File: src/design/tee_pkg.sv
`timescale 1ns / 1ps
// ----------------------------------------------------------------------------
// Text escape / entity decoder package
// Character codes, escape strings, the command word passed from the front
// end to the back end, and the escape and entity lookup functions.
// ----------------------------------------------------------------------------
package tee_pkg;

  // Results of one item before the tail spills into the next item
  localparam logic [5:0] MAX_RES = 6'd18;

  // Character codes
  localparam logic [7:0] CH_TAB    = 8'h09;
  localparam logic [7:0] CH_NL     = 8'h0A;
  localparam logic [7:0] CH_VT     = 8'h0B;
  localparam logic [7:0] CH_FF     = 8'h0C;
  localparam logic [7:0] CH_CR     = 8'h0D;
  localparam logic [7:0] CH_SP     = 8'h20;
  localparam logic [7:0] CH_DQUOTE = 8'h22;
  localparam logic [7:0] CH_HASH   = 8'h23;
  localparam logic [7:0] CH_DOLLAR = 8'h24;
  localparam logic [7:0] CH_PCT    = 8'h25;
  localparam logic [7:0] CH_AMP    = 8'h26;
  localparam logic [7:0] CH_DASH   = 8'h2D;
  localparam logic [7:0] CH_SEMI   = 8'h3B;
  localparam logic [7:0] CH_LT     = 8'h3C;
  localparam logic [7:0] CH_GT     = 8'h3E;
  localparam logic [7:0] CH_BSL    = 8'h5C;
  localparam logic [7:0] CH_CARET  = 8'h5E;
  localparam logic [7:0] CH_USCORE = 8'h5F;
  localparam logic [7:0] CH_LBRACE = 8'h7B;
  localparam logic [7:0] CH_RBRACE = 8'h7D;
  localparam logic [7:0] CH_TILDE  = 8'h7E;

  // Entity names, first letter in the top byte
  localparam logic [15:0] NAME_LT   = "lt";
  localparam logic [15:0] NAME_GT   = "gt";
  localparam logic [23:0] NAME_AMP  = "amp";
  localparam logic [31:0] NAME_QUOT = "quot";

  // Multi-byte escape sequences, first byte in the top byte
  localparam logic [31:0] ESC_CARET     = "\\^{}";
  localparam logic [95:0] ESC_BACKSLASH = "$\\backslash$";
  localparam logic [95:0] ESC_TILDE     = "{\\char'0176}";
  localparam logic [87:0] ESC_QUOTE     = "{\\char'042}";
  localparam logic [15:0] ESC_DASH      = "\"-";

  // Bytes off..stop-1 of the escape sequence of one character
  typedef struct packed {
    logic [7:0] ch;
    logic       raw;
    logic [3:0] off;
    logic [3:0] stop;
  } esc_seg_t;

  // Up to five literal bytes, b[0] first
  typedef struct packed {
    logic [4:0][7:0] b;
    logic [2:0]      n;
  } lit_seg_t;

  // One item's output, sent in the order
  // esc[0], esc[1], lit[0], lit[1], esc[2], esc[3], lit[2], lit[3]
  typedef struct packed {
    esc_seg_t [3:0] esc;
    lit_seg_t [3:0] lit;
  } cmd_t;

  function automatic logic is_letter(input logic [7:0] ch);
    return ((ch >= "A") && (ch <= "Z")) || ((ch >= "a") && (ch <= "z"));
  endfunction

  function automatic logic is_ws(input logic [7:0] ch);
    return (ch == CH_SP) || (ch == CH_TAB) || (ch == CH_NL) ||
           (ch == CH_VT) || (ch == CH_FF) || (ch == CH_CR);
  endfunction

  // Length of the escape sequence of one character
  function automatic logic [3:0] esc_len(input logic [7:0] ch, input logic raw);
    logic [3:0] len;
    len = 4'd1;
    if (!raw) begin
      case (ch)
        CH_CARET:  len = 4'd4;
        CH_BSL:    len = 4'd12;
        CH_TILDE:  len = 4'd12;
        CH_DQUOTE: len = 4'd11;
        CH_DASH:   len = 4'd2;
        CH_AMP, CH_DOLLAR, CH_LBRACE, CH_RBRACE, CH_PCT, CH_HASH, CH_USCORE: len = 4'd2;
        default:   len = 4'd1;
      endcase
    end
    return len;
  endfunction

  // Byte at position pos of the escape sequence of one character
  function automatic logic [7:0] esc_byte(input logic [7:0] ch, input logic raw,
                                          input logic [3:0] pos);
    logic [95:0] s;
    logic [3:0]  sh;
    s = {ch, 88'h0};
    if (!raw) begin
      case (ch)
        CH_CARET:  s = {ESC_CARET, 64'h0};
        CH_BSL:    s = ESC_BACKSLASH;
        CH_TILDE:  s = ESC_TILDE;
        CH_DQUOTE: s = {ESC_QUOTE, 8'h0};
        CH_DASH:   s = {ESC_DASH, 80'h0};
        CH_AMP, CH_DOLLAR, CH_LBRACE, CH_RBRACE, CH_PCT, CH_HASH, CH_USCORE:
          s = {CH_BSL, ch, 80'h0};
        default:   s = {ch, 88'h0};
      endcase
    end
    sh = 4'd11 - pos;
    return s[{sh, 3'b000} +: 8];
  endfunction

  // Decoded character of a held entity name, zero when unknown
  function automatic logic [7:0] lookup(input logic [3:0][7:0] ltr, input logic [2:0] len);
    logic [7:0] rep;
    rep = 8'h00;
    if ((len == 3'd2) && ({ltr[0], ltr[1]} == NAME_LT)) begin
      rep = CH_LT;
    end else if ((len == 3'd2) && ({ltr[0], ltr[1]} == NAME_GT)) begin
      rep = CH_GT;
    end else if ((len == 3'd3) && ({ltr[0], ltr[1], ltr[2]} == NAME_AMP)) begin
      rep = CH_AMP;
    end else if ((len == 3'd4) && ({ltr[0], ltr[1], ltr[2], ltr[3]} == NAME_QUOT)) begin
      rep = CH_DQUOTE;
    end
    return rep;
  endfunction

endpackage

File: src/design/tee_front.sv
`timescale 1ns / 1ps
// ----------------------------------------------------------------------------
// Front end: item classifier
// Tracks entity and whitespace state, and turns each accepted item into one
// command word that lists the output segments of that item in order.
// ----------------------------------------------------------------------------
module tee_front import tee_pkg::*; (
  input  logic       clk,
  input  logic       rst_n,
  input  logic       raw_mode,
  input  logic       accept,
  input  logic [7:0] text_byte,
  input  logic       end_of_text,
  output cmd_t       cmd
);

  // Entity and whitespace state
  logic            ent_open_r, ent_open_nxt;
  logic [2:0]      ent_len_r, ent_len_nxt;
  logic [3:0][7:0] ltr_r, ltr_nxt;
  logic            run_open_r, run_open_nxt;
  logic            run_nl_r, run_nl_nxt;

  // Tail of an item that went past the result limit
  logic            carry_vld_r, carry_vld_nxt;
  logic [7:0]      carry_ch_r, carry_ch_nxt;
  logic            carry_raw_r, carry_raw_nxt;
  logic [3:0]      carry_off_r, carry_off_nxt;

  logic            letter;
  logic            ws;
  logic            plain;
  logic            reopened;
  logic [7:0]      rep;
  logic [3:0]      len_p, len_e1;
  logic [4:0]      lead_len;
  logic [5:0]      total;
  logic [5:0]      room;

  function automatic esc_seg_t mk_esc(input logic [7:0] ch, input logic raw);
    esc_seg_t s;
    s.ch   = ch;
    s.raw  = raw;
    s.off  = 4'd0;
    s.stop = esc_len(ch, raw);
    return s;
  endfunction

  // Classify the item and build its command word
  always_comb begin
    cmd           = '0;
    ent_open_nxt  = ent_open_r;
    ent_len_nxt   = ent_len_r;
    ltr_nxt       = ltr_r;
    run_open_nxt  = run_open_r;
    run_nl_nxt    = run_nl_r;
    carry_vld_nxt = carry_vld_r;
    carry_ch_nxt  = carry_ch_r;
    carry_raw_nxt = carry_raw_r;
    carry_off_nxt = carry_off_r;
    plain         = 1'b0;
    reopened      = 1'b0;
    letter        = is_letter(text_byte);
    ws            = is_ws(text_byte) && !raw_mode;

    // Spilled tail of the previous item goes out first
    if (carry_vld_r) begin
      cmd.esc[0].ch   = carry_ch_r;
      cmd.esc[0].raw  = carry_raw_r;
      cmd.esc[0].off  = carry_off_r;
      cmd.esc[0].stop = esc_len(carry_ch_r, carry_raw_r);
      carry_vld_nxt   = 1'b0;
    end

    // Store a letter of an open name while it still fits
    if (ent_open_r && letter && (ent_len_r < 3'd4)) begin
      ltr_nxt[ent_len_r[1:0]] = text_byte;
      ent_len_nxt             = ent_len_r + 3'd1;
    end
    rep = lookup(ltr_nxt, ent_len_nxt);

    // Open entity: extend, decode or give up on it
    if (ent_open_r) begin
      if (letter) begin
        if (ent_len_r == 3'd4) begin
          // name too long: flush it with the new letter
          cmd.esc[1]   = mk_esc(CH_AMP, raw_mode);
          cmd.lit[0].b = {text_byte, ltr_r[3], ltr_r[2], ltr_r[1], ltr_r[0]};
          cmd.lit[0].n = 3'd5;
          ent_open_nxt = 1'b0;
          ent_len_nxt  = 3'd0;
        end
      end else if ((text_byte == CH_SEMI) && (rep != 8'h00)) begin
        // known name, semicolon consumed
        cmd.esc[1]   = mk_esc(rep, raw_mode);
        ent_open_nxt = 1'b0;
        ent_len_nxt  = 3'd0;
      end else begin
        if (rep != 8'h00) begin
          cmd.esc[1] = mk_esc(rep, raw_mode);
        end else begin
          cmd.esc[1]   = mk_esc(CH_AMP, raw_mode);
          cmd.lit[0].b = {8'h00, ltr_r};
          cmd.lit[0].n = ent_len_r;
        end
        ent_open_nxt = 1'b0;
        ent_len_nxt  = 3'd0;
        plain        = 1'b1;
      end
    end else begin
      plain = 1'b1;
    end

    // Plain byte: whitespace run, entity start or escaped character
    if (plain) begin
      if (!ws && run_open_nxt) begin
        cmd.lit[1].b[0] = run_nl_nxt ? CH_NL : CH_SP;
        cmd.lit[1].n    = 3'd1;
        run_open_nxt    = 1'b0;
        run_nl_nxt      = 1'b0;
      end
      if (ws) begin
        run_open_nxt = 1'b1;
        if (text_byte == CH_NL) begin
          run_nl_nxt = 1'b1;
        end
      end else if (text_byte == CH_AMP) begin
        ent_open_nxt = 1'b1;
        ent_len_nxt  = 3'd0;
        reopened     = 1'b1;
      end else begin
        cmd.esc[2] = mk_esc(text_byte, raw_mode);
      end
    end

    // End of text: resolve the open name, flush the run, clear
    if (end_of_text) begin
      if (ent_open_nxt) begin
        if (!reopened && (rep != 8'h00)) begin
          cmd.esc[3] = mk_esc(rep, raw_mode);
        end else begin
          cmd.esc[3] = mk_esc(CH_AMP, raw_mode);
          if (!reopened) begin
            cmd.lit[2].b = {8'h00, ltr_nxt};
            cmd.lit[2].n = ent_len_nxt;
          end
        end
      end
      if (run_open_nxt) begin
        cmd.lit[3].b[0] = run_nl_nxt ? CH_NL : CH_SP;
        cmd.lit[3].n    = 3'd1;
      end
      ent_open_nxt = 1'b0;
      ent_len_nxt  = 3'd0;
      run_open_nxt = 1'b0;
      run_nl_nxt   = 1'b0;
    end

    // Cut the escaped character at the result limit and hold the rest.
    // Only a decoded quote followed by a long escape gets there, and then
    // nothing follows the character in the same item.
    len_p    = cmd.esc[0].stop - cmd.esc[0].off;
    len_e1   = cmd.esc[1].stop - cmd.esc[1].off;
    lead_len = {1'b0, len_p} + {1'b0, len_e1} + {2'b00, cmd.lit[0].n} +
               {2'b00, cmd.lit[1].n};
    total    = {1'b0, lead_len} + {2'b00, cmd.esc[2].stop};
    room     = MAX_RES - {1'b0, lead_len};
    if ((cmd.esc[2].stop != 4'd0) && (total > MAX_RES)) begin
      cmd.esc[2].stop = room[3:0];
      carry_vld_nxt   = 1'b1;
      carry_ch_nxt    = text_byte;
      carry_raw_nxt   = raw_mode;
      carry_off_nxt   = room[3:0];
    end
  end

  // Advance control state on each accepted word
  always_ff @(posedge clk) begin
    if (!rst_n) begin
      ent_open_r  <= 1'b0;
      ent_len_r   <= 3'd0;
      run_open_r  <= 1'b0;
      run_nl_r    <= 1'b0;
      carry_vld_r <= 1'b0;
    end else if (accept) begin
      ent_open_r  <= ent_open_nxt;
      ent_len_r   <= ent_len_nxt;
      run_open_r  <= run_open_nxt;
      run_nl_r    <= run_nl_nxt;
      carry_vld_r <= carry_vld_nxt;
    end
  end

  // Hold letters and spilled tail
  always_ff @(posedge clk) begin
    if (accept) begin
      ltr_r       <= ltr_nxt;
      carry_ch_r  <= carry_ch_nxt;
      carry_raw_r <= carry_raw_nxt;
      carry_off_r <= carry_off_nxt;
    end
  end

endmodule

File: src/design/tee_cmd_fifo.sv
`timescale 1ns / 1ps
// ----------------------------------------------------------------------------
// Command queue
// Short register queue of command words between front end and back end;
// the oldest word is shown at the head.
// ----------------------------------------------------------------------------
module tee_cmd_fifo import tee_pkg::*; #(
  parameter int DEPTH = 4
) (
  input  logic clk,
  input  logic rst_n,
  input  logic wr_en,
  input  cmd_t wr_data,
  input  logic rd_en,
  output cmd_t rd_data,
  output logic full,
  output logic empty
);

  localparam int PW = (DEPTH > 1) ? $clog2(DEPTH) : 1;
  localparam int CW = $clog2(DEPTH + 1);

  cmd_t          mem_r [DEPTH];
  logic [PW-1:0] wr_ptr_r, wr_ptr_nxt;
  logic [PW-1:0] rd_ptr_r, rd_ptr_nxt;
  logic [CW-1:0] cnt_r, cnt_nxt;

  assign full    = (cnt_r == CW'(DEPTH));
  assign empty   = (cnt_r == '0);
  assign rd_data = mem_r[rd_ptr_r];

  // Advance pointers and count
  always_comb begin
    wr_ptr_nxt = wr_ptr_r;
    rd_ptr_nxt = rd_ptr_r;
    cnt_nxt    = cnt_r;
    if (wr_en) begin
      wr_ptr_nxt = (wr_ptr_r == PW'(DEPTH - 1)) ? '0 : wr_ptr_r + PW'(1);
    end
    if (rd_en) begin
      rd_ptr_nxt = (rd_ptr_r == PW'(DEPTH - 1)) ? '0 : rd_ptr_r + PW'(1);
    end
    case ({wr_en, rd_en})
      2'b10:   cnt_nxt = cnt_r + CW'(1);
      2'b01:   cnt_nxt = cnt_r - CW'(1);
      default: cnt_nxt = cnt_r;
    endcase
  end

  always_ff @(posedge clk) begin
    if (!rst_n) begin
      wr_ptr_r <= '0;
      rd_ptr_r <= '0;
      cnt_r    <= '0;
    end else begin
      wr_ptr_r <= wr_ptr_nxt;
      rd_ptr_r <= rd_ptr_nxt;
      cnt_r    <= cnt_nxt;
    end
  end

  // Store the incoming word
  always_ff @(posedge clk) begin
    if (wr_en) begin
      mem_r[wr_ptr_r] <= wr_data;
    end
  end

endmodule

File: src/design/tee_back.sv
`timescale 1ns / 1ps
// ----------------------------------------------------------------------------
// Back end: byte expander
// Walks the segments of the head command word one byte per clock while the
// result register is empty or being popped, loading the bytes into it and
// marking the last byte of each word.
module tee_back import tee_pkg::*; (
  input  logic       clk,
  input  logic       rst_n,
  input  cmd_t       head,
  input  logic       head_vld,
  output logic       head_pop,
  input  logic       out_pop,
  output logic       out_vld,
  output logic [7:0] out_byte,
  output logic       out_last
);

  logic [7:0] done_r, done_nxt;
  logic [3:0] idx_r, idx_nxt;
  logic       out_vld_r;
  logic [7:0] out_byte_r;
  logic       out_last_r;

  logic [7:0] filled;
  logic [7:0] pend;
  logic [7:0] rest;
  logic [2:0] sel;
  esc_seg_t   es;
  lit_seg_t   ls;
  logic [3:0] pos;
  logic [7:0] byte_val;
  logic       seg_last;
  logic       out_rdy;
  logic       emit;

  // Find the next segment that still has bytes
  always_comb begin
    for (int k = 0; k < 8; k++) begin
      if (k[1] == 1'b0) begin
        filled[k] = head.esc[{k[2], k[0]}].off != head.esc[{k[2], k[0]}].stop;
      end else begin
        filled[k] = head.lit[{k[2], k[0]}].n != 3'd0;
      end
    end
    pend = head_vld ? (filled & ~done_r) : 8'h00;
    sel  = 3'd0;
    for (int k = 7; k >= 0; k--) begin
      if (pend[k]) begin
        sel = 3'(k);
      end
    end
    rest = pend & ~(8'h01 << sel);
  end

  // Pick the byte of the current segment
  always_comb begin
    es  = head.esc[{sel[2], sel[0]}];
    ls  = head.lit[{sel[2], sel[0]}];
    pos = es.off + idx_r;
    if (sel[1] == 1'b0) begin
      byte_val = esc_byte(es.ch, es.raw, pos);
      seg_last = ({1'b0, pos} + 5'd1) == {1'b0, es.stop};
    end else begin
      byte_val = ls.b[idx_r[2:0]];
      seg_last = ({1'b0, idx_r[2:0]} + 4'd1) == {1'b0, ls.n};
    end
  end

  assign out_rdy  = !out_vld_r || out_pop;
  assign emit     = (pend != 8'h00) && out_rdy;
  assign head_pop = head_vld && ((pend == 8'h00) || (emit && seg_last && (rest == 8'h00)));

  // Advance through the segments; drop the word after its last byte, or at once when it has none
  always_comb begin
    done_nxt = done_r;
    idx_nxt  = idx_r;
    if (head_pop) begin
      done_nxt = 8'h00;
      idx_nxt  = 4'd0;
    end else if (emit) begin
      if (seg_last) begin
        done_nxt = done_r | (8'h01 << sel);
        idx_nxt  = 4'd0;
      end else begin
        idx_nxt = idx_r + 4'd1;
      end
    end
  end

  always_ff @(posedge clk) begin
    if (!rst_n) begin
      done_r    <= 8'h00;
      idx_r     <= 4'd0;
      out_vld_r <= 1'b0;
    end else begin
      done_r <= done_nxt;
      idx_r  <= idx_nxt;
      if (emit) begin
        out_vld_r <= 1'b1;
      end else if (out_pop) begin
        out_vld_r <= 1'b0;
      end
    end
  end

  // Hold the result word until it is taken
  always_ff @(posedge clk) begin
    if (emit) begin
      out_byte_r <= byte_val;
      out_last_r <= seg_last && (rest == 8'h00);
    end
  end

  assign out_vld  = out_vld_r;
  assign out_byte = out_byte_r;
  assign out_last = out_last_r;

endmodule

File: src/design/text_escape_entity_decoder.sv
`timescale 1ns / 1ps
// ----------------------------------------------------------------------------
// Text escape and entity decoder, top level
// Decodes &lt; &gt; &amp; &quot;, collapses whitespace runs and escapes text bytes for a typesetter.
// ----------------------------------------------------------------------------
// Each pushed byte is classified in the cycle it is accepted and turned into
// a command word in a QUEUE_DEPTH-entry queue; the back end then emits the
// result bytes of the oldest word through a single result register at one
// byte per clock while that register is empty or being popped, so a stream
// of plain text runs at one word per clock. A word with a multi-byte escape
// holds the back end until its last byte is sent, and a word that gives no
// output (whitespace inside a run, letters of an entity name) is dropped
// from the queue. Input is refused (full) only while the queue holds
// QUEUE_DEPTH words. out_last_of_run marks the final byte of each input
// word; when an item would give more than 18 bytes the rest is sent at the
// start of the next word's output. There is no clearing pass after reset.
// raw_mode is written through the cfg_ channel, which is always ready.
module text_escape_entity_decoder import tee_pkg::*; #(
  parameter int QUEUE_DEPTH = 4
) (
  input  logic       clk,
  input  logic       rst_n,
  input  logic       push,
  output logic       full,
  input  logic [7:0] in_text_byte,
  input  logic       in_end_of_text,
  output logic       empty,
  input  logic       pop,
  output logic [7:0] out_byte,
  output logic       out_last_of_run,
  input  logic       cfg_valid,
  output logic       cfg_ready,
  input  logic       cfg_raw_mode
);

  logic raw_mode_r;
  logic in_acc;
  cmd_t cmd;
  cmd_t head;
  logic q_empty;
  logic head_pop;
  logic out_vld;

  assign cfg_ready = 1'b1;
  assign in_acc    = push && !full;
  assign empty     = !out_vld;

  // Hold the mode register
  always_ff @(posedge clk) begin
    if (!rst_n) begin
      raw_mode_r <= 1'b0;
    end else if (cfg_valid && cfg_ready) begin
      raw_mode_r <= cfg_raw_mode;
    end
  end

  tee_front u_front (
    .clk         (clk),
    .rst_n       (rst_n),
    .raw_mode    (raw_mode_r),
    .accept      (in_acc),
    .text_byte   (in_text_byte),
    .end_of_text (in_end_of_text),
    .cmd         (cmd)
  );

  tee_cmd_fifo #(
    .DEPTH (QUEUE_DEPTH)
  ) u_queue (
    .clk     (clk),
    .rst_n   (rst_n),
    .wr_en   (in_acc),
    .wr_data (cmd),
    .rd_en   (head_pop),
    .rd_data (head),
    .full    (full),
    .empty   (q_empty)
  );

  tee_back u_back (
    .clk      (clk),
    .rst_n    (rst_n),
    .head     (head),
    .head_vld (!q_empty),
    .head_pop (head_pop),
    .out_pop  (pop),
    .out_vld  (out_vld),
    .out_byte (out_byte),
    .out_last (out_last_of_run)
  );

endmodule

File: config.mk
export PLATFORM = sky130hd
export DESIGN_NAME = text_escape_entity_decoder
export DESIGN_NICKNAME = d
export VERILOG_FILES = /design/src/design/tee_pkg.sv /design/src/design/tee_front.sv /design/src/design/tee_cmd_fifo.sv /design/src/design/tee_back.sv /design/src/design/text_escape_entity_decoder.sv
export SDC_FILE = /design/constraint.sdc
export NUM_CORES = 1
export LEC_CHECK = 0
export BUFFER_PORTS_ARGS = -buffer_cell sky130_fd_sc_hd__buf_2
export CAP_MARGIN = 15
export CORE_MARGIN = 2
export CORE_UTILIZATION = 59
export CTS_CLUSTER_DIAMETER = 120
export CTS_CLUSTER_SIZE = 28
export DETAILED_ROUTE_END_ITERATION = 8
export PLACE_DENSITY = 0.87
export SETUP_SLACK_MARGIN = 0.02
export SYNTH_ARGS = -nofsm -noshare
export SYNTH_HDL_FRONTEND = slang
export SYNTH_HIERARCHICAL = 1
export SYNTH_SLANG_ARGS = --single-unit
export TNS_END_PERCENT = 100
File: constraint.sdc
create_clock -name clk -period 9 [get_ports clk]
set_input_delay 1.8 -clock clk [delete_from_list [all_inputs] [get_ports clk]]
set_output_delay 1.8 -clock clk [all_outputs]
set_load 0.05 [all_outputs]
==> out/metrics.cfg <==
[outcome]
status = completed

[final_layout]
final_common_cell = edfxtp_1
diodes = 0
syn_to_final_growth_pct = 4.03
design_area_um2 = 47900
fin_nets = 2657
drive_above_1_share_pct = 17.6
final_cell_mix = 1014 x edfxtp_1, 265 x mux4_2, 123 x nand2_1, 115 x mux2i_1, 108 x conb_1

[setup_path]
r2r-end = u_queue/cnt_r[2]$_SDFFE_PN0P_
critPathCaptureType = flip-flop
criticalPathCategory = in -> reg
ff2ff_path_depth = 25
reg2reg_slack_ns = 0.87
crit_required_ns = 9.26
worstPathMaxFanout = 14
arrival_ns = 8.49
start_kind = input port

[cts]
numCtsBuffers = 43
clkLatencyLatePin_ns = 0.63
clockRootBuffer = clkbuf_16
cts.sink_count = 1044
cts_resized = 0
clockBufferDepth = 3
cts_hold_buf = 0
cts_setup_buffers = 0
tritoncts = built
htree_levels = 2
path_clk_slew_ns = 0.10

[timing]
fmax_mhz = 122
tightest_slew_ns = 1.04
setup-tns-final_ns = 0
skew_ns = 0.0406
slew_headroom_pct = 29.9
period_needed_ns = 8.22
final-max-slew-violation-count = 0
rsz0062_at_grt = false
period_share_pct = 91.4
hold_viol_final = 0
finalSetupViolCount = 0

[worst_hold_path]
min-delay-start = u_back/done_r[6]$_SDFFE_PP0P_
worstHoldEndpoint = u_back/done_r[6]$_SDFFE_PP0P_
whs_path_depth = 2
hold_class = reg -> reg

[placed_design]
gp_congestion = 0.958
placed_area_um2 = 46600
port_buffers = 25
place_hpwl_um = 64400

[run]
cap_viol_max_count = 0

[power]
peakVddDrop_uv = 333
p_sw_share_pct = 38.9
switching_power_w = 0.00608
powerDensity_nw_per_um2 = 326
seqPwrFrac_pct = 38.2
p_leak_nw = 15.5
p_int_w = 0.00953
pwr-share-comb_pct = 47.0
pwr-share-clk_pct = 14.8

[synthesis]
avgSynthCellArea_um2 = 17.6
netlist_area_um2 = 46000
postSynth.asyncResetShare_pct = 0
yosys_warnings = 6
synth_ff_type = edfxtp_1
ys_ff_latch = 1044
ys_seq_area_share_pct = 67.5
syn-instance-count = 2618
synth_edf_count = 1014
ys_types = 104

[die]
core.rowCount = 102
die_y_um = 283
placeableCoreArea_um2 = 77300
ios = 27
die_area_um2 = 80200
initial_core_util_pct = 59.5
die_x_um = 283

[route]
dr.pass1.iters = 6
route.detailed.drc = 0
via_per_inst = 6.64
vias = 24400
wl_per_cell_um = 27.5
routed_wl_um = 101000
postRouteAntennaNets = 0
first_iter_violations = 3561

[grt]
antenna_found_initial = 1
grt_usage_pct = 25.3
grt_pass1_wl_um = 154000
grt_max_degree = 164
grt_pass1_vias = 24300
overflow = 0

==> metrics by stage <==
step	util [%]	cells	total power [W]	setup slack (ns)	hold WS (ns)
6_report	61.9	3678	0.0156	0.778	0.463
5_1_grt	61.9	3678	0.0163	0.268	0.487
4_1_cts	61.9	3678	0.0156	0.928	0.464
3_5_place_dp	60.3	3600	0.0132	0.335	0.450
3_3_place_gp	60.3	3600	0.0131	0.408	0.438
2_1_floorplan	-	2724	0.0114	1.20	0.425
==> power by group through the flow <==
stage	clock (W)	combinational, W	sequential [W]
detailed placement	0	0.00717	0.00607
finish	0.00232	0.00733	0.00596
global placement	0	0.00708	0.00603
global route	0.00251	0.00777	0.00600
floorplan	0	0.00536	0.00607
CTS	0.00236	0.00723	0.00596
==> cells in the mapped netlist, types with 12 or more instances <==
| cell | n | share of area (%) |
|---|---|---|
| nand2b_1 | 17 | 0.23 |
| nand3_1 | 37 | 0.40 |
| nand4_1 | 14 | 0.19 |
| xor2_1 | 30 | 0.57 |
| a21oi_1 | 64 | 0.70 |
| xnor2_1 | 16 | 0.30 |
| dfxtp_1 | 30 | 1.3 |
| mux2i_1 | 115 | 2.5 |
| buf_6 | 32 | 0.78 |
| buf_4 | 123 | 2.0 |
| nand2_1 | 123 | 1.0 |
| ha_1 | 30 | 0.82 |
| a31oi_1 | 17 | 0.23 |
| nand3b_1 | 12 | 0.20 |
| edfxtp_1 | 1014 | 66 |
| nor4_1 | 14 | 0.19 |
| and3_1 | 14 | 0.19 |
| buf_2 | 36 | 0.39 |
| mux4_2 | 265 | 13 |
| nor3b_1 | 13 | 0.21 |
| a211oi_1 | 12 | 0.20 |
| clkbuf_1 | 41 | 0.33 |
| nor2b_1 | 58 | 0.79 |
| and2_1 | 66 | 0.90 |
| nor3_1 | 28 | 0.30 |
| o21ai_0 | 38 | 0.41 |
| inv_1 | 52 | 0.42 |
| nor2_1 | 84 | 0.69 |
| mux2_2 | 29 | 0.71 |
==> critical path, stage by stage <==
cell      delay, ns
buf_2          0.18
a21oi_1        0.51
o221ai_4       0.27
buf_4          0.27
or4_1          0.52
a221oi_2       0.39
nand3_1        0.29
o21ai_1        0.31
a211oi_2       0.17
fa_1           0.50
ha_1           0.24
fa_1           0.46
xnor2_1        0.36
inv_1          0.10
ha_1           0.33
xnor2_1        0.23
nor3_1         0.07
mux2_2         0.26
a21o_1         0.21
nor2_1         0.38
and3_1         0.63
==> sequential cells by signal (all words and copies together), names as in the netlist, 2 cells and up, named ones only <==
| name | flops |
|---|---|
| u_front/ent_len_r | 3 |
| u_queue/rd_ptr_r | 2 |
| u_front/ltr_r | 32 |
| u_back/idx_r | 4 |
| u_queue/wr_ptr_r | 2 |
| u_front/carry_off_r | 4 |
| u_queue/cnt_r | 3 |
| u_queue/mem_r | 960 |
| u_back/out_byte | 8 |
| u_back/done_r | 8 |
| u_front/carry_ch_r | 8 |
==> cells by family after synthesis <==
family / count (synthesis) / share of synthesized area [%]
compound gates: 247 / 3.86
xor+xnor: 46 / 0.876
fa+ha+maj: 38 / 1.14
buf+inv: 296 / 4.09
flops: 1044 / 67.5
mux: 410 / 16.2
other cells: 2 / 0.0163
simple gates: 535 / 6.33
==> worst max-delay path by stage <==
stage	to	cells after the start	slack, ns	start
after floorplan	u_front/carry_ch_r[0]$_DFFE_PP_	22	1.20	in_text_byte[2]
after global placement	u_front/carry_ch_r[5]$_DFFE_PP_	21	0.41	in_text_byte[1]
after detailed placement	u_front/carry_ch_r[5]$_DFFE_PP_	21	0.34	in_text_byte[1]
after CTS	u_queue/cnt_r[2]$_SDFFE_PN0P_	25	0.93	flip-flop
after global routing	u_queue/cnt_r[2]$_SDFFE_PN0P_	25	0.27	flip-flop
final	u_front/carry_ch_r[5]$_DFFE_PP_	21	0.78	in_text_byte[1]
==> layout make-up <==
cell class | count | area [um^2]
inverters | 56 | 210
clock inverters | 3 | 31.3
fillers | 5265 | 29500
repair buffers | 76 | 571
well taps | 1040 | 1300
flip-flops and latches | 1044 | 31100
clock buffers | 75 | 1200
multi-input cells | 1384 | 13500
==> metal layers <==
metal / GRT usage [%] / up-vias / share of wire, %
li1: - / 10200 / -
met1: 36.7 / 12700 / 39
met2: 40.4 / 1411 / 49
met3: 4.01 / 166 / 9.2
met4: 7.01 / 2 / 2.7
met5: 0 / - / 0.013
(Power assumes the default switching activity.)
